## config.mk

```make
export PLATFORM = sky130hd
export DESIGN_NAME = job_sleep_timer_table_flat
export DESIGN_NICKNAME = d
export VERILOG_FILES = /design/src/design/jst_pkg.sv /design/src/design/jst_if.sv /design/src/design/jst_cmp_unit.sv /design/src/design/jst_slot_table.sv /design/src/design/job_sleep_timer_table.sv /design/src/flat_wrapper.sv
export SDC_FILE = /design/constraint.sdc
export NUM_CORES = 1
export LEC_CHECK = 0
export BUFFER_PORTS_ARGS = -buffer_cell sky130_fd_sc_hd__buf_2
export CAP_MARGIN = 10
export CORE_ASPECT_RATIO = 0.9
export CORE_UTILIZATION = 45
export CTS_CLUSTER_SIZE = 25
export DETAILED_ROUTE_END_ITERATION = 8
export SYNTH_ARGS = -nofsm -noshare
export SYNTH_HDL_FRONTEND = slang
export SYNTH_SLANG_ARGS = --single-unit
```

## constraint.sdc

```tcl
create_clock -name clock -period 10.65 [get_ports clock]
set_input_delay 2.6625 -clock clock [delete_from_list [all_inputs] [get_ports clock]]
set_output_delay 2.6625 -clock clock [all_outputs]
set_load 0.02 [all_outputs]
```

## src/design/jst_pkg.sv

```systemverilog
// Shared types, codes and constants of the job sleep timer table.
package jst_pkg;

   // Table size default
   localparam int MAX_SLOTS_DEFAULT = 16;

   // Field widths
   localparam int CMD_W    = 3;
   localparam int ID_W     = 16;
   localparam int TIME_W   = 16;
   localparam int ACTIVE_W = 5;
   localparam int SLOT_OUT_W = 4;
   localparam int STATUS_W = 2;
   localparam int CSR_IDX_W  = 2;
   localparam int CSR_DATA_W = 16;

   // Register reset values
   localparam logic [ACTIVE_W-1:0] ACTIVE_RESET = 5'd16;
   localparam logic [TIME_W-1:0]   LIMIT_RESET  = 16'd500;

   // Sleep value that never wakes
   localparam logic [TIME_W-1:0] NO_WAKE = 16'hFFFF;

   // Command codes
   localparam logic [CMD_W-1:0] CMD_ADD    = 3'd0;
   localparam logic [CMD_W-1:0] CMD_REMOVE = 3'd1;
   localparam logic [CMD_W-1:0] CMD_LOOKUP = 3'd2;
   localparam logic [CMD_W-1:0] CMD_SET    = 3'd3;
   localparam logic [CMD_W-1:0] CMD_TICK   = 3'd4;

   // Status codes
   localparam logic [STATUS_W-1:0] STAT_OK        = 2'd0;
   localparam logic [STATUS_W-1:0] STAT_FULL      = 2'd1;
   localparam logic [STATUS_W-1:0] STAT_NOT_FOUND = 2'd2;

   // Result kinds
   localparam logic KIND_WAKE = 1'b0;
   localparam logic KIND_DONE = 1'b1;

   // Configuration register indexes
   localparam logic [CSR_IDX_W-1:0] CSR_ACTIVE_SLOTS = 2'd0;
   localparam logic [CSR_IDX_W-1:0] CSR_LONG_TICK    = 2'd1;

   // Sequencer states
   typedef enum logic [1:0] {
      ST_IDLE,
      ST_SCAN,
      ST_SHIFT
   } state_type;

   // One table entry
   typedef struct packed {
      logic              used;
      logic [ID_W-1:0]   job;
      logic [TIME_W-1:0] sleep;
   } slot_entry_type;

   // Shared compare and subtract result
   typedef struct packed {
      logic [TIME_W-1:0] diff;
      logic              gt;
      logic              eq;
   } cmp_result_type;

endpackage

```

## src/design/jst_if.sv

```systemverilog
// Handshake channel interfaces for requests, results and register writes.
interface jst_req_if import jst_pkg::*; ();
   logic              valid;
   logic              ready;
   logic [CMD_W-1:0]  command;
   logic [ID_W-1:0]   job_id;
   logic [TIME_W-1:0] sleep_value;
   logic [TIME_W-1:0] elapsed;

   modport source (output valid, command, job_id, sleep_value, elapsed, input ready);
   modport sink   (input valid, command, job_id, sleep_value, elapsed, output ready);
endinterface

interface jst_rsp_if import jst_pkg::*; ();
   logic                  valid;
   logic                  ready;
   logic                  kind;
   logic [ID_W-1:0]       woken_id;
   logic [SLOT_OUT_W-1:0] slot_index;
   logic [STATUS_W-1:0]   status;
   logic                  overlong;
   logic                  last;

   modport source (output valid, kind, woken_id, slot_index, status, overlong, last,
                   input ready);
   modport sink   (input valid, kind, woken_id, slot_index, status, overlong, last,
                   output ready);
endinterface

interface jst_csr_if import jst_pkg::*; ();
   logic                  valid;
   logic                  ready;
   logic [CSR_IDX_W-1:0]  index;
   logic [CSR_DATA_W-1:0] data;

   modport source (output valid, index, data, input ready);
   modport sink   (input valid, index, data, output ready);
endinterface

```

## src/design/jst_cmp_unit.sv

```systemverilog
// Shared compare and subtract unit used by the scan steps of the sequencer.
module jst_cmp_unit import jst_pkg::*; (
   input  logic [TIME_W-1:0] a,
   input  logic [TIME_W-1:0] b,
   output cmp_result_type    result
);

   // Compute difference, greater-than and equality of the two operands
   always_comb begin
      result.diff = a - b;
      result.gt   = (a > b);
      result.eq   = (a == b);
   end

endmodule

```

## src/design/jst_slot_table.sv

```systemverilog
// Slot register file: one read port and one write port, used bits cleared at reset.
module jst_slot_table import jst_pkg::*; #(
   parameter int DEPTH  = MAX_SLOTS_DEFAULT,
   parameter int ADDR_W = (DEPTH > 1) ? $clog2(DEPTH) : 1
) (
   input  logic              clock,
   input  logic              reset,
   input  logic [ADDR_W-1:0] rd_addr,
   output slot_entry_type    rd_data,
   input  logic              wr_en,
   input  logic [ADDR_W-1:0] wr_addr,
   input  slot_entry_type    wr_data
);

   logic [DEPTH-1:0]  used_ff;
   logic [ID_W-1:0]   job_ff   [DEPTH];
   logic [TIME_W-1:0] sleep_ff [DEPTH];

   // Clear used bits at reset, update on write
   always_ff @(posedge clock) begin
      if (reset) begin
         used_ff <= '0;
      end else if (wr_en) begin
         used_ff[wr_addr] <= wr_data.used;
      end
   end

   // Hold job id and counter, update on write
   always_ff @(posedge clock) begin
      if (wr_en) begin
         job_ff[wr_addr]   <= wr_data.job;
         sleep_ff[wr_addr] <= wr_data.sleep;
      end
   end

   // Read the addressed entry
   assign rd_data.used  = used_ff[rd_addr];
   assign rd_data.job   = job_ff[rd_addr];
   assign rd_data.sleep = sleep_ff[rd_addr];

endmodule

```

## src/design/job_sleep_timer_table.sv

```systemverilog
// Job sleep timer table: slot walk sequencer over a shared compare unit.
// Flow: an item is taken in the idle state, then walks one slot per cycle while
//   rsp ready does not hold it; its last result is registered when the walk
//   ends (active slots are capped at MAX_SLOTS).
// A new item is taken only after the last result of the previous one is emitted.
// Add, lookup and set end the walk early at a hit; the walk goes slot by slot over the table.
// Reset: synchronous, clears all used bits, result valid and sequencer; registers
//   return to 16 active slots and a long tick limit of 500.
module job_sleep_timer_table import jst_pkg::*; #(
   parameter int MAX_SLOTS = MAX_SLOTS_DEFAULT
) (
   input logic    clock,
   input logic    reset,
   jst_req_if.sink   req_if,
   jst_rsp_if.source rsp_if,
   jst_csr_if.sink   csr_if
);

   localparam int SLOT_W = (MAX_SLOTS > 1) ? $clog2(MAX_SLOTS) : 1;
   localparam int CNT_W  = $clog2(MAX_SLOTS + 1);
   localparam int CMP_W  = (CNT_W > ACTIVE_W) ? CNT_W + 1 : ACTIVE_W + 1;

   // Mask a slot position to the result field
   function automatic logic [SLOT_OUT_W-1:0] slot_field(input logic [31:0] pos);
      return pos[SLOT_OUT_W-1:0];
   endfunction

   state_type           state_ff, state_in;
   logic [CNT_W-1:0]    ptr_ff, ptr_in;
   logic [CNT_W-1:0]    found_ff, found_in;
   logic [CNT_W-1:0]    n_ff, n_in;
   logic [CMD_W-1:0]    cmd_ff;
   logic [ID_W-1:0]     id_ff;
   logic [TIME_W-1:0]   sv_ff;
   logic [TIME_W-1:0]   el_ff;
   logic [ACTIVE_W-1:0] active_ff;
   logic [TIME_W-1:0]   limit_ff;

   logic                  rsp_valid_ff;
   logic                  rsp_kind_ff;
   logic [ID_W-1:0]       rsp_id_ff;
   logic [SLOT_OUT_W-1:0] rsp_slot_ff;
   logic [STATUS_W-1:0]   rsp_status_ff;
   logic                  rsp_over_ff;
   logic                  rsp_last_ff;

   logic                  emit;
   logic                  e_kind;
   logic [ID_W-1:0]       e_id;
   logic [SLOT_OUT_W-1:0] e_slot;
   logic [STATUS_W-1:0]   e_status;
   logic                  e_over;
   logic                  e_last;

   logic              can_emit;
   logic              at_end;
   logic [CNT_W-1:0]  ptr_plus;
   logic [CMP_W-1:0]  act_ext;
   logic [SLOT_W-1:0] rd_addr;
   slot_entry_type    rd_data;
   logic              wr_en;
   logic [SLOT_W-1:0] wr_addr;
   slot_entry_type    wr_data;
   logic [TIME_W-1:0] cmp_a, cmp_b;
   cmp_result_type    cmp;

   // Slot storage
   jst_slot_table #(
      .DEPTH  (MAX_SLOTS),
      .ADDR_W (SLOT_W)
   ) u_table (
      .clock   (clock),
      .reset   (reset),
      .rd_addr (rd_addr),
      .rd_data (rd_data),
      .wr_en   (wr_en),
      .wr_addr (wr_addr),
      .wr_data (wr_data)
   );

   // Shared compare unit
   jst_cmp_unit u_cmp (
      .a      (cmp_a),
      .b      (cmp_b),
      .result (cmp)
   );

   // Take register writes at any time
   assign csr_if.ready = 1'b1;

   always_ff @(posedge clock) begin
      if (reset) begin
         active_ff <= ACTIVE_RESET;
         limit_ff  <= LIMIT_RESET;
      end else if (csr_if.valid) begin
         case (csr_if.index)
            CSR_ACTIVE_SLOTS: active_ff <= csr_if.data[ACTIVE_W-1:0];
            CSR_LONG_TICK:    limit_ff  <= csr_if.data[TIME_W-1:0];
            default: ;
         endcase
      end
   end

   // Cap the active slot count at the table depth
   assign act_ext = CMP_W'(active_ff);
   assign n_in    = (act_ext > CMP_W'(MAX_SLOTS)) ? CNT_W'(MAX_SLOTS) : CNT_W'(active_ff);

   // Walk helpers
   assign can_emit = !rsp_valid_ff || rsp_if.ready;
   assign at_end   = (ptr_ff == n_ff);
   assign ptr_plus = ptr_ff + CNT_W'(1);
   assign rd_addr  = (state_ff == ST_SHIFT) ? ptr_plus[SLOT_W-1:0] : ptr_ff[SLOT_W-1:0];

   // Steer the shared unit operands
   always_comb begin
      if (cmd_ff == CMD_TICK) begin
         cmp_a = at_end ? el_ff : rd_data.sleep;
         cmp_b = at_end ? limit_ff : el_ff;
      end else begin
         cmp_a = rd_data.job;
         cmp_b = id_ff;
      end
   end

   // Sequencer: next state, table writes and result words
   always_comb begin
      state_in     = state_ff;
      ptr_in       = ptr_ff;
      found_in     = found_ff;
      req_if.ready = 1'b0;
      wr_en        = 1'b0;
      wr_addr      = ptr_ff[SLOT_W-1:0];
      wr_data      = rd_data;
      emit         = 1'b0;
      e_kind       = KIND_DONE;
      e_id         = id_ff;
      e_slot       = '0;
      e_status     = STAT_OK;
      e_over       = 1'b0;
      e_last       = 1'b1;

      case (state_ff)
         ST_IDLE: begin
            req_if.ready = 1'b1;
            if (req_if.valid) begin
               state_in = ST_SCAN;
               ptr_in   = '0;
            end
         end

         ST_SCAN: begin
            if (!(cmd_ff inside {[CMD_ADD:CMD_TICK]})) begin
               // Unknown command: complete with no change
               emit = 1'b1;
               if (can_emit) state_in = ST_IDLE;
            end else if (at_end) begin
               // Walk finished with no hit, or tick done
               emit = 1'b1;
               case (cmd_ff)
                  CMD_ADD: e_status = STAT_FULL;
                  CMD_TICK: begin
                     e_id   = '0;
                     e_over = cmp.gt;
                  end
                  default: e_status = STAT_NOT_FOUND;
               endcase
               if (can_emit) state_in = ST_IDLE;
            end else begin
               case (cmd_ff)
                  CMD_ADD: begin
                     if (!rd_data.used) begin
                        emit   = 1'b1;
                        e_slot = slot_field(32'(ptr_ff));
                        if (can_emit) begin
                           wr_en         = 1'b1;
                           wr_data.used  = 1'b1;
                           wr_data.job   = id_ff;
                           wr_data.sleep = sv_ff;
                           state_in      = ST_IDLE;
                        end
                     end else begin
                        ptr_in = ptr_plus;
                     end
                  end
                  CMD_REMOVE: begin
                     if (rd_data.used && cmp.eq) begin
                        found_in = ptr_ff;
                        state_in = ST_SHIFT;
                     end else begin
                        ptr_in = ptr_plus;
                     end
                  end
                  CMD_LOOKUP, CMD_SET: begin
                     if (rd_data.used && cmp.eq) begin
                        emit   = 1'b1;
                        e_slot = slot_field(32'(ptr_ff));
                        if (can_emit) begin
                           if (cmd_ff == CMD_SET) begin
                              wr_en         = 1'b1;
                              wr_data.sleep = sv_ff;
                           end
                           state_in = ST_IDLE;
                        end
                     end else begin
                        ptr_in = ptr_plus;
                     end
                  end
                  default: begin
                     // Tick: count down or wake the job in this slot
                     if (rd_data.used && rd_data.sleep != NO_WAKE) begin
                        if (cmp.gt) begin
                           wr_en         = 1'b1;
                           wr_data.sleep = cmp.diff;
                           ptr_in        = ptr_plus;
                        end else begin
                           emit   = 1'b1;
                           e_kind = KIND_WAKE;
                           e_id   = rd_data.job;
                           e_slot = slot_field(32'(ptr_ff));
                           e_last = 1'b0;
                           if (can_emit) begin
                              wr_en         = 1'b1;
                              wr_data.sleep = '0;
                              ptr_in        = ptr_plus;
                           end
                        end
                     end else begin
                        ptr_in = ptr_plus;
                     end
                  end
               endcase
            end
         end

         ST_SHIFT: begin
            if (ptr_plus < n_ff) begin
               // Move the next entry forward
               wr_en  = 1'b1;
               ptr_in = ptr_plus;
            end else begin
               // Clear the last active slot and complete
               emit   = 1'b1;
               e_slot = slot_field(32'(found_ff));
               if (can_emit) begin
                  wr_en         = 1'b1;
                  wr_data.used  = 1'b0;
                  wr_data.job   = '0;
                  wr_data.sleep = '0;
                  state_in      = ST_IDLE;
               end
            end
         end

         default: state_in = ST_IDLE;
      endcase
   end

   // Sequencer control registers
   always_ff @(posedge clock) begin
      if (reset) begin
         state_ff <= ST_IDLE;
         ptr_ff   <= '0;
         found_ff <= '0;
      end else begin
         state_ff <= state_in;
         ptr_ff   <= ptr_in;
         found_ff <= found_in;
      end
   end

   // Capture the accepted word
   always_ff @(posedge clock) begin
      if (req_if.valid && req_if.ready) begin
         cmd_ff <= req_if.command;
         id_ff  <= req_if.job_id;
         sv_ff  <= req_if.sleep_value;
         el_ff  <= req_if.elapsed;
         n_ff   <= n_in;
      end
   end

   // Result register: load on emit, drop when taken
   always_ff @(posedge clock) begin
      if (reset) begin
         rsp_valid_ff <= 1'b0;
      end else if (emit && can_emit) begin
         rsp_valid_ff <= 1'b1;
      end else if (rsp_if.ready) begin
         rsp_valid_ff <= 1'b0;
      end
   end

   always_ff @(posedge clock) begin
      if (emit && can_emit) begin
         rsp_kind_ff   <= e_kind;
         rsp_id_ff     <= e_id;
         rsp_slot_ff   <= e_slot;
         rsp_status_ff <= e_status;
         rsp_over_ff   <= e_over;
         rsp_last_ff   <= e_last;
      end
   end

   assign rsp_if.valid      = rsp_valid_ff;
   assign rsp_if.kind       = rsp_kind_ff;
   assign rsp_if.woken_id   = rsp_id_ff;
   assign rsp_if.slot_index = rsp_slot_ff;
   assign rsp_if.status     = rsp_status_ff;
   assign rsp_if.overlong   = rsp_over_ff;
   assign rsp_if.last       = rsp_last_ff;

endmodule

```

## src/flat_wrapper.sv

```systemverilog
// flat-port wrapper written by rule: the top's interface ports become plain ports
module job_sleep_timer_table_flat import jst_pkg::*;
#(
   parameter int MAX_SLOTS = MAX_SLOTS_DEFAULT
)
  (clock, reset, req_if_valid, req_if_command, req_if_job_id, req_if_sleep_value, req_if_elapsed, req_if_ready, rsp_if_valid, rsp_if_kind, rsp_if_woken_id, rsp_if_slot_index, rsp_if_status, rsp_if_overlong, rsp_if_last, rsp_if_ready, csr_if_valid, csr_if_index, csr_if_data, csr_if_ready);
  jst_req_if req_if_i ();
  jst_rsp_if rsp_if_i ();
  jst_csr_if csr_if_i ();
  input logic clock;
  input logic reset;
  input wire logic [$bits(req_if_i.valid)-1:0] req_if_valid;
  input wire logic [$bits(req_if_i.command)-1:0] req_if_command;
  input wire logic [$bits(req_if_i.job_id)-1:0] req_if_job_id;
  input wire logic [$bits(req_if_i.sleep_value)-1:0] req_if_sleep_value;
  input wire logic [$bits(req_if_i.elapsed)-1:0] req_if_elapsed;
  output wire logic [$bits(req_if_i.ready)-1:0] req_if_ready;
  output wire logic [$bits(rsp_if_i.valid)-1:0] rsp_if_valid;
  output wire logic [$bits(rsp_if_i.kind)-1:0] rsp_if_kind;
  output wire logic [$bits(rsp_if_i.woken_id)-1:0] rsp_if_woken_id;
  output wire logic [$bits(rsp_if_i.slot_index)-1:0] rsp_if_slot_index;
  output wire logic [$bits(rsp_if_i.status)-1:0] rsp_if_status;
  output wire logic [$bits(rsp_if_i.overlong)-1:0] rsp_if_overlong;
  output wire logic [$bits(rsp_if_i.last)-1:0] rsp_if_last;
  input wire logic [$bits(rsp_if_i.ready)-1:0] rsp_if_ready;
  input wire logic [$bits(csr_if_i.valid)-1:0] csr_if_valid;
  input wire logic [$bits(csr_if_i.index)-1:0] csr_if_index;
  input wire logic [$bits(csr_if_i.data)-1:0] csr_if_data;
  output wire logic [$bits(csr_if_i.ready)-1:0] csr_if_ready;
  assign req_if_i.valid = req_if_valid;
  assign req_if_i.command = req_if_command;
  assign req_if_i.job_id = req_if_job_id;
  assign req_if_i.sleep_value = req_if_sleep_value;
  assign req_if_i.elapsed = req_if_elapsed;
  assign req_if_ready = req_if_i.ready;
  assign rsp_if_valid = rsp_if_i.valid;
  assign rsp_if_kind = rsp_if_i.kind;
  assign rsp_if_woken_id = rsp_if_i.woken_id;
  assign rsp_if_slot_index = rsp_if_i.slot_index;
  assign rsp_if_status = rsp_if_i.status;
  assign rsp_if_overlong = rsp_if_i.overlong;
  assign rsp_if_last = rsp_if_i.last;
  assign rsp_if_i.ready = rsp_if_ready;
  assign csr_if_i.valid = csr_if_valid;
  assign csr_if_i.index = csr_if_index;
  assign csr_if_i.data = csr_if_data;
  assign csr_if_ready = csr_if_i.ready;
  job_sleep_timer_table #(.MAX_SLOTS(MAX_SLOTS)) u_core (.clock(clock), .reset(reset), .req_if(req_if_i), .rsp_if(rsp_if_i), .csr_if(csr_if_i));
endmodule
```

Word level (Yosys, flattened, before mapping) --
Memories as Yosys holds them, arrays and structs flattened. Cells that the tools add are included.
Operators by class: add/sub/neg operators 2, $lt $le $gt $ge 8, equal/unequal tests 22, multiplexer cells 90, bitwise logic cells 4, reductions and logical operators 24
Operator list (count):
- $mux W16 | 17
- $mux W33 | 6
- $pmux W33 S2 | 1
- $pmux W16 S3 | 1
- $mux W5 | 9
- $mux W4 | 8
- $mux W1 | 25
- $mux W17 | 1
- $bwmux W16 | 1
- $eq A16 B16 Y1 | 1
- $gt A16 B16 Y1 | 1
- $mux W2 | 8
- $ne A16 B16 Y1 const B | 1
- $sub A16 B16 Y16 | 1
- $ne A5 B4 Y1 const B | 3
- $pmux W5 S3 | 1
- $pmux W2 S3 | 2
- $pmux W4 S3 | 1
- $lt A4 B5 Y1 const B | 2
- $pmux W5 S2 | 1
- $ne A2 B2 Y1 const B | 4
- $pmux W4 S2 | 1
- $reduce_and A8 Y1 | 1
- $reduce_or A8 Y1 | 1
- other kinds (38) | 52
Word-level totals: register bits after elaboration 129, memory bits (writable) 512, input port bits 74, output and inout bits 28, logic and storage cells 169, memories kept 2
Memory list:
- u_core.u_table.job_ff | depth 16, bits a word 16, rd ports 1, clocked after memory_dff 0, wr ports 1, line jst_slot_table.sv:16 | logic [ID_W-1:0] job_ff [DEPTH];
- u_core.u_table.sleep_ff | depth 16, bits a word 16, rd ports 1, clocked after memory_dff 0, wr ports 1, line jst_slot_table.sv:17 | logic [TIME_W-1:0] sleep_ff [DEPTH];

Longest topological paths before layout --
Gate-level depths: netlist (run 1). An unclocked memory read counts as a cell.
depth in word-level cells 14, depth in mapped cells 28, depth with buffers taken out 23

Hierarchy --
From an unflattened synthesis (run 1), not the netlist that was laid out.
Unflattened totals: cells, all modules 1663, area total of the unflattened synthesis 26899.5 µm²
By module, submodules not included:
- jst_slot_table | instances 1, cells each 895, area an instance 20001.7 µm², sequential area each 15695.1 µm²
- job_sleep_timer_table | instances 1, cells each 631, area an instance 6000.8 µm², sequential area each 3062.9 µm²
- jst_cmp_unit | instances 1, cells each 137, area an instance 897.1 µm², sequential area each 0.0 µm²

Least setup slack after synthesis (run 1) --
No wires, ideal clock.
path type register to register, start register u_core.ptr_ff[1], end memory u_core.u_table.job_ff[0][0], enable pin, library setup time 0.454 ns, data arrival time 7.188 ns, data required time 10.196 ns, slack 3.008 ns, cell stages (with the launch flop) 25, path buffers 5, clock period less this slack 7.642 ns, cells stage by stage dfxtp_1 -> clkbuf_1 -> inv_1 -> ha_1 -> mux2_2 -> buf_2 -> buf_1 -> buf_1 -> clkbuf_1 -> mux4_2 -> nand2_1 -> a31oi_1 -> a21oi_1 -> ha_1 -> inv_1 -> fa_1 -> a211oi_1 -> o21ai_0 -> nor4b_1 -> o21bai_1 -> a21oi_1 -> o211ai_1 -> nor3_2 -> o21ai_4 -> a2111oi_2
On the way: cells in the longest elaborated chain, start to end 14, elaborated cells between the ends (all ways) 28, classes of those cells add/sub: 1; order compare: 2; eq/ne: 3; mux: 18; reduce/logical: 2; memory: 2
RTL lines:
- start: declaration | line job_sleep_timer_table.sv:29 | logic [CNT_W-1:0] ptr_ff, ptr_in;
- start signal: assignment | line job_sleep_timer_table.sv:266 | ptr_ff <= ptr_in;
- $add A5 B1 Y5 | line job_sleep_timer_table.sv:111 | assign ptr_plus = ptr_ff + CNT_W'(1);
- $mux W4 | line job_sleep_timer_table.sv:112 | assign rd_addr = (state_ff == ST_SHIFT) ? ptr_plus[SLOT_W-1:0] : ptr_ff[SLOT_W-1:0];
- $mem_v2 Z16 W16
- $mux W16 | line job_sleep_timer_table.sv:117 | cmp_a = at_end ? el_ff : rd_data.sleep;
- $mux W16 | line job_sleep_timer_table.sv:116 | if (cmd_ff == CMD_TICK) begin
- $gt A16 B16 Y1 or $eq A16 B16 Y1 (tied branches) | line jst_cmp_unit.sv:11, jst_cmp_unit.sv:12
- $mux W1 or $logic_and A1 B1 Y1 (tied branches) | line job_sleep_timer_table.sv:211, job_sleep_timer_table.sv:194
- $mux W1, on equally long branches | line job_sleep_timer_table.sv:210, job_sleep_timer_table.sv:194
- $pmux W1 S3 | line job_sleep_timer_table.sv:169 | case (cmd_ff)
- $mux W1 | line job_sleep_timer_table.sv:156 | end else if (at_end) begin
- $mux W1 | line job_sleep_timer_table.sv:152 | if (!(cmd_ff inside {[CMD_ADD:CMD_TICK]})) begin
- $pmux W1 S2 | line job_sleep_timer_table.sv:142 | case (state_ff)
- $mux W1 | line jst_slot_table.sv:30 | if (wr_en) begin
- $mux W1 (implied by the code) | line jst_slot_table.sv:31 | job_ff[wr_addr] <= wr_data.job;
- end: declaration | line jst_slot_table.sv:16
Parallel ways exist; a longest one is shown, timed or not. The select of a mux whose other input is x is not followed.

Worst setup path after layout (run 1) --
start register u_core.ptr_ff[0], end memory u_core.u_table.sleep_ff[6][14], enable pin
On the way: cells in the longest elaborated chain, start to end 14, elaborated cells between the ends (all ways) 28, classes of those cells add/sub: 1; order compare: 2; eq/ne: 3; mux: 18; reduce/logical: 2; memory: 2
RTL lines:
- $add A5 B1 Y5 | line job_sleep_timer_table.sv:111
- $mux W4 | line job_sleep_timer_table.sv:112
- $mem_v2 Z16 W16
- $mux W16 | line job_sleep_timer_table.sv:117
- $mux W16 | line job_sleep_timer_table.sv:116
- $gt A16 B16 Y1 or $eq A16 B16 Y1 (tied branches) | line jst_cmp_unit.sv:11, jst_cmp_unit.sv:12
- $mux W1 or $logic_and A1 B1 Y1 (tied branches) | line job_sleep_timer_table.sv:211, job_sleep_timer_table.sv:194
- $mux W1, on equally long branches | line job_sleep_timer_table.sv:210, job_sleep_timer_table.sv:194
- $pmux W1 S3 | line job_sleep_timer_table.sv:169
- $mux W1 | line job_sleep_timer_table.sv:156
- $mux W1 | line job_sleep_timer_table.sv:152
- $pmux W1 S2 | line job_sleep_timer_table.sv:142
- $mux W1 | line jst_slot_table.sv:30
- $mux W1 (implied by the code) | line jst_slot_table.sv:32 | sleep_ff[wr_addr] <= wr_data.sleep;
- end: declaration | line jst_slot_table.sv:17
Parallel ways exist; a longest one is shown, timed or not. The select of a mux whose other input is x is not followed.

==> results of run 1 <==
==> report_power, final <==
| part | leakage [nW] | internal (mW) | switching, mW |
|---|---|---|---|
| Combinational | 3.55 | 0.204 | 0.392 |
| Sequential | 5.77 | 2.87 | 0.0349 |
| Clock | 1.06 | 1.34 | 1.00 |
| Total | 10.4 | 4.41 | 1.43 |
==> stage by stage <==
stage | std cells | power (mW) | util [%] | area, sq um | setup slack (ns)
after floorplan | 1716 | 3.33 | - | 27400 | 3.01
after global placement | 2547 | 3.54 | 48.4 | 29000 | 2.52
after detailed placement | 2547 | 3.55 | 48.4 | 29000 | 2.27
after CTS | 2669 | 5.87 | 52.0 | 31200 | 2.19
after global routing | 2671 | 6.02 | 52.0 | 31200 | 1.62
final | 2671 | 5.84 | 52.0 | 31200 | 2.19
==> state kept, by name (all words and copies together) (netlist names), 2 cells and up <==
name / cells
u_core.active_ff: 5
u_core.cmd_ff: 3
u_core.el_ff: 16
u_core.found_ff: 4
u_core.id_ff: 16
u_core.limit_ff: 16
u_core.n_ff: 5
u_core.ptr_ff: 5
u_core.rsp_if.slot_index: 4
u_core.rsp_if.status: 2
u_core.rsp_if.woken_id: 16
u_core.state_ff: 2
u_core.sv_ff: 16
u_core.u_table.job_ff: 256
u_core.u_table.sleep_ff: 256
u_core.u_table.used_ff: 16
==> layer usage <==
| metal | up-vias | share of wire [%] |
|---|---|---|
| met4 | 0 | 3.0 |
| met2 | 736 | 44 |
| met1 | 8395 | 46 |
| met3 | 126 | 7.3 |
| li1 | 6996 | - |
| met5 | - | 0 |
==> area by class of cell <==
class,count,share of cell area (%)
Clock buffer,85,5.75
Clock inverter,37,1.29
Inverter,23,0.277
Multi-Input combinational cell,954,26.7
Sequential cell,641,60.1
Tap cell,783,3.14
Timing Repair Buffer,148,2.80
==> worst max-delay path: stages, from the launching register on <==
cell	delay (ns)
dfxtp_1	0.64
ha_1	0.63
and3b_1	0.46
or2_2	0.67
buf_4	0.49
mux4_2	0.36
mux2i_1	0.17
nand2_1	0.08
nand2_1	0.13
nor2_1	0.05
a21oi_1	0.15
o21ai_0	0.10
ha_1	0.39
and4_1	0.21
nand3_1	0.11
nor4_1	0.71
nand4_1	0.27
mux2i_4	0.36
a41o_2	0.23
o21ai_4	0.27
a211oi_4	1.07
buf_4	0.50
==> worst paths after layout <==
check             slack, ns                             end                start
hold / removal         0.46             u_core.limit_ff[13]  u_core.limit_ff[13]
hold reg to reg        0.46             u_core.limit_ff[13]  u_core.limit_ff[13]
setup / recovery       2.19  u_core.u_table.sleep_ff[6][14]     u_core.ptr_ff[0]
setup reg to reg       2.19  u_core.u_table.sleep_ff[6][14]     u_core.ptr_ff[0]
==> cells by family (layout without fill, tap and decap cells) <==
family / count (synthesis) / in the layout / share of synthesized area, %
other cells: 1 / 1 / 0.0137
fa+ha+maj: 31 / 31 / 1.44
buf+inv: 121 / 293 / 2.01
xor+xnor: 24 / 24 / 0.766
simple gates: 424 / 424 / 7.40
mux: 193 / 193 / 12.6
compound gates: 281 / 281 / 7.37
flops: 641 / 641 / 68.4
==> placed cells by master (no fill, tap or decap), types with 14 or more instances in the layout <==
cell type,instances
buf_2,100
mux4_2,121
and3_1,20
a22o_1,35
clkbuf_1,14
edfxtp_1,592
a31oi_1,29
a21o_1,15
mux2i_1,70
nand2_1,224
nor2_1,53
ha_1,30
a21oi_1,68
dfxtp_1,49
nand2b_1,27
buf_4,47
o21ai_0,32
clkbuf_16,68
inv_1,19
==> results.md, run 1 <==
* Met3 usage at 4.07%
* Register area share after synthesis at 68.4%
* Layout cells sized above 1 at 21.8%
* TritonCTS clock tree: done
* Total track usage at 24.5%
* I/O pin cnt at 102
* Num CTS Buffers at 67
* FILL cells at 4924
* First-pass GRT wire length at 109 mm
* Min Tclk post-route at 8.46 ns
* Ys flop type: edfxtp_1
* Drt drc at 0
* N_diodes at 0
* Hold Path Class: register to register
* Worst-case reg-to-reg path depth at 21
* # port buffers at 100
* Router iterations before antenna repair at 6
* P_leak at 10.4 nW
* Die area at 0.0619 sq mm
* Reg clk slew, reported paths at 0.06 ns
* Synth top cells by count: 592 x edfxtp_1, 225 x nand2_1, 121 x mux4_2
* Reg area at 0.0188 sq mm
* Main area contributors after synthesis: edfxtp_1 65%, mux4_2 9.9%, dfxtp_1 3.6%
* Final nets at 1940
* # hold bufs at CTS at 0
* Fin crit share at 79.4%
* DRT antenna net count at 0
* Clk_lat worst skew at 0.62 ns
* Post-synth top area share at 64.8%
* Remaining Overflow, GRT at 0
* Yosys reg bits at 641
* H-tree depth at 3
* Via count at 16300
* Count leader, synth: edfxtp_1
* Final Hold Vio Count at 0
* Number of synthesized flops with an enable pin at 592
* Met2 Usage GRT at 35.8%
* Post-Syn Area at 0.0274 sq mm
* Area grow syn2layout at 13.8%
* Root buf cell: clkbuf_16
* Area leader, netlist: edfxtp_1
* Die Y at 236 um
* WHS Path Cells at 2
* Max VDD drop at 0.000133 V
* Hold_ws at 0.464 ns
* Post-synth ARST share at 0%
* Starting Density at 45.7%
* Hpwl dp at 47.6 mm
* Met1 Use GR at 37.6%
* Synth warnings at 0
* PD cells at 187 mW/mm^2
* Core Area at 0.0600 sq mm
* Vias in the first global route at 15600
* Worst Path Required at 10.92 ns
* Setup Fix Bufs, Post-CTS at 0
* Syn_nets at 1821
* Initial DRC Count at 1945
* Synth Instances at 1716
* Via/cell ratio at 6.08
* Worst slew pin tran at 1.18 ns
* RePlAce Congestion at 0.911
* PostCTS Resize Cnt at 0
* Critical path type: register to register
* Worst Path Max Fanout at 23
* Fin. max-slew vios at 0
* Setup TNS Final at 0 ns
* Achievable Freq at 118 MHz
* DIE WIDTH at 262 um
* Max Root-Sink Buffers at 3
* Per-cell routed wire length at 28.3 um
* Initial antenna violation count at 0
* Crit start category: register
* CP arrival at 8.73 ns
* Skew final at 0.0254 ns
* Slew headroom at 21.1%
* Row cnt at 85
* Syn Area/Cell at 16.0 sq um
* Final WL at 75.6 mm
* Largest net degree at the start of global routing at 112
* Clock sinks at 641
* GR peak layer: met1
* Status: complete, no violations
* Synth unique cells at 79
* # Max-Cap Violations at 0
* RSZ-0062 raised after global routing: false
* Critical Path Sink Type: register
* Area of the multi-input gates at 0.00832 sq mm
* Final setup viols at 0
No activity file was read; power rests on OpenSTA's default activity.
==> run 2, diff against run 1 <==
--- a/config.mk
+++ b/config.mk
@@ -5,6 +5,7 @@
 export SDC_FILE = /design/constraint.sdc
 export NUM_CORES = 1
 export LEC_CHECK = 0
+export ABC_AREA = 1
 export BUFFER_PORTS_ARGS = -buffer_cell sky130_fd_sc_hd__buf_2
 export CAP_MARGIN = 10
 export CORE_ASPECT_RATIO = 0.9
==> constraint.sdc (replaced) <==
create_clock -name clock -period 8.7 [get_ports clock]
set_input_delay 2.175 -clock clock [delete_from_list [all_inputs] [get_ports clock]]
set_output_delay 2.175 -clock clock [all_outputs]
set_load 0.02 [all_outputs]
==> run 2 against run 1 <==
Against the previous run: critical path depth increased by 8; critical path type unchanged; non-clock buffer count increased by 18; cell area up 6.4%; die area is 8.2% higher; synthesized area up 8.3%; routed wire length rose by 21%; global-route usage rose by 2.8 points; maximum frequency up 12%; synthesized cell count is 75% higher; count of clock-buffer cells in the layout increased by 11; via count rose by 39%; critical endpoint is now u_core.u_table.job_ff[15][8].
==> results.md, run 2 <==
* Status: complete, no violations
* Via count at 22600 (+39%)
* Syn Area/Cell at 9.88 sq um (-38%)
* Critical path buffer and inverter count at 6 (+4)
* First-pass GRT wire length at 137 mm (+25%)
* Crit start category: register
* Vias in the first global route at 21400 (+37%)
* # hold bufs at CTS at 0 (unchanged)
* Final setup viols at 0 (unchanged)
* # Max-Cap Violations at 0 (unchanged)
* Worst Path Required at 8.93 ns (-1.99 ns)
* Total track usage at 27.4% (+2.8 points)
* Synth Instances at 3007 (+75%)
* Count leader, synth: nand2_1
* Post-synth top area share at 59.8% (-5.0 points)
* TritonCTS clock tree: done
* Syn_nets at 3112 (+71%)
* Core Area at 0.0646 sq mm (+7.8%)
* N_diodes at 0 (unchanged)
* Die area at 0.0670 sq mm (+8.2%)
* CP arrival at 7.77 ns (-0.96 ns)
* Synth top cells by count: 620 x nand2_1, 592 x edfxtp_1, 371 x inv_1
* DIE WIDTH at 273 um (+4.0%)
* Achievable Freq at 133 MHz (+12%)
* Setup Fix Bufs, Post-CTS at 0 (unchanged)
* Most frequent CP cell: nand2_1
* Num CTS Buffers at 68 (+1.5%)
* Number of synthesized flops with an enable pin at 592 (unchanged)
* Final WL at 91.6 mm (+21%)
* Setup TNS Final at 0 ns (unchanged)
* Final cell count without fillers at 3995 (+50%)
* Fin crit share at 86.7% (+7.2 points)
* Critical Path Sink Type: register
* Hold Path Class: register to register
* DRT antenna net count at 0 (unchanged)
* Synth unique cells at 47 (-41%)
* RSZ-0062 raised after global routing: false
* Max Root-Sink Buffers at 3 (unchanged)
* Largest net degree at the start of global routing at 123 (+9.8%)
* Worst slew pin tran at 1.29 ns (+0.110 ns)
* Root buf cell: clkbuf_16
* Die Y at 246 um (+4.0%)
* Main area contributors after synthesis: edfxtp_1 60%, nand2_1 7.8%, nand3_1 5.6%
* Post-Syn Area at 0.0297 sq mm (+8.3%)
* Commonest non-fill, non-tap cells in the layout: 619 x nand2_1, 592 x edfxtp_1, 354 x inv_1
* # port buffers at 100 (unchanged)
* Hpwl dp at 58.1 mm (+22%)
* Via/cell ratio at 5.65 (-7.2%)
* Per-cell routed wire length at 22.9 um (-19%)
* Critical path type: register to register
* Cells after DPL at 3871 (+52%)
* Register area share after synthesis at 63.1% (-5.2 points)
* Family with the most delay on the worst path: simple AND/OR/NAND/NOR gates
* H-tree depth at 3 (unchanged)
* I/O pin cnt at 102 (unchanged)
* Hold_ws at 0.462 ns (-0.00191 ns)
* Drt drc at 0 (unchanged)
* Largest regs: u_core.u_table.job_ff x256, u_core.u_table.sleep_ff x256
* Final Hold Vio Count at 0 (unchanged)
* Clk_lat worst skew at 0.63 ns (about the same)
* Remaining Overflow, GRT at 0 (unchanged)
* Commonest non-fill, non-tap cell in the layout: nand2_1
* Clock sinks at 641 (unchanged)
* Row cnt at 88 (+3.5%)
* Ys flop type: edfxtp_1
* Skew final at 0.0197 ns (-0.00565 ns)
* PostCTS Resize Cnt at 0 (unchanged)
* Router iterations before antenna repair at 5 (-1)
* Yosys reg bits at 641 (unchanged)
* CP max stage delay at 0.84 ns (-0.23 ns)
* Reg clk slew, reported paths at 0.06 ns (about the same)
* Fin. max-slew vios at 0 (unchanged)
* Worst Path Max Fanout at 122 (+430%)
* RePlAce Congestion at 1.00 (+9.9%)
* Final nets at 3192 (+65%)
* Min Tclk post-route at 7.54 ns (-0.923 ns)
* Crit path max-delay cell type: inv_2
* Initial antenna violation count at 1 (+1)
* Layout cells sized above 1 at 10.6% (-11 points)
* Area leader, netlist: edfxtp_1
* Starting Density at 46.0% (+0.23 points)
* Post-synth ARST share at 0% (unchanged)
* Area grow syn2layout at 11.8%
* Initial DRC Count at 2617 (+35%)
* Slew headroom at 14.0% (-7.1 points)
* Synth warnings at 0 (unchanged)
==> run 2: kinds of logic after synthesis <==
kind of cell | count (synthesis) | share of synthesized area [%]
compound gates | 452 | 8.71
fa+ha+maj | 31 | 1.33
simple gates | 1319 | 18.9
buf+inv | 554 | 7.67
flops | 641 | 63.1
other cells | 1 | 0.0126
xor+xnor | 9 | 0.265
==> run 2: routing by layer <==
| metal | global-route usage [%] | vias up | share of wire (%) |
|---|---|---|---|
| met4 | 7.39 | 0 | 2.5 |
| met2 | 42.0 | 969 | 45 |
| li1 | - | 10400 | - |
| met5 | 0 | - | 0 |
| met1 | 40.3 | 11100 | 45 |
| met3 | 4.16 | 139 | 7.4 |
==> run 2: final timing paths <==
| check | start | to | slack [ns] | cells after the start |
|---|---|---|---|---|
| setup / recovery | u_core.state_ff[0] | u_core.u_table.job_ff[15][8] | 1.16 | 29 |
| hold / removal | u_core.limit_ff[7] | u_core.limit_ff[7] | 0.46 | 2 |
| setup reg to reg | u_core.state_ff[0] | u_core.u_table.job_ff[15][8] | 1.16 | 29 |
| hold reg to reg | u_core.limit_ff[7] | u_core.limit_ff[7] | 0.46 | 2 |
==> run 2: layout make-up <==
| type | count | area (sq um) |
|---|---|---|
| fillers | 5738 | 31400 |
| flip-flops and latches | 641 | 18800 |
| multi-input cells | 1812 | 8750 |
| clock buffers | 96 | 1840 |
| inverters | 398 | 1490 |
| repair buffers | 166 | 1080 |
| well taps | 855 | 1070 |
| clock inverters | 27 | 233 |
==> run 2: worst min-delay path, delay by kind of cell, from the launching register on <==
family           cells  cell delay [ns]
AND/OR/NAND/NOR      2             0.10
flip-flops           1             0.33
==> run 2: through the flow <==
| stage | worst slack [ns] | area (sq um) | util [%] |
|---|---|---|---|
| floorplan | 2.66 | 29700 | - |
| global placement | 1.50 | 31100 | 48.2 |
| detailed placement | 1.47 | 31100 | 48.2 |
| CTS | 1.45 | 33200 | 51.4 |
| global route | 0.788 | 33200 | 51.4 |
| finish | 1.16 | 33200 | 51.4 |
Power of run 2 is not shown: default switching activity piles up to over one toggle a cycle in this logic, so the estimate is an artifact.
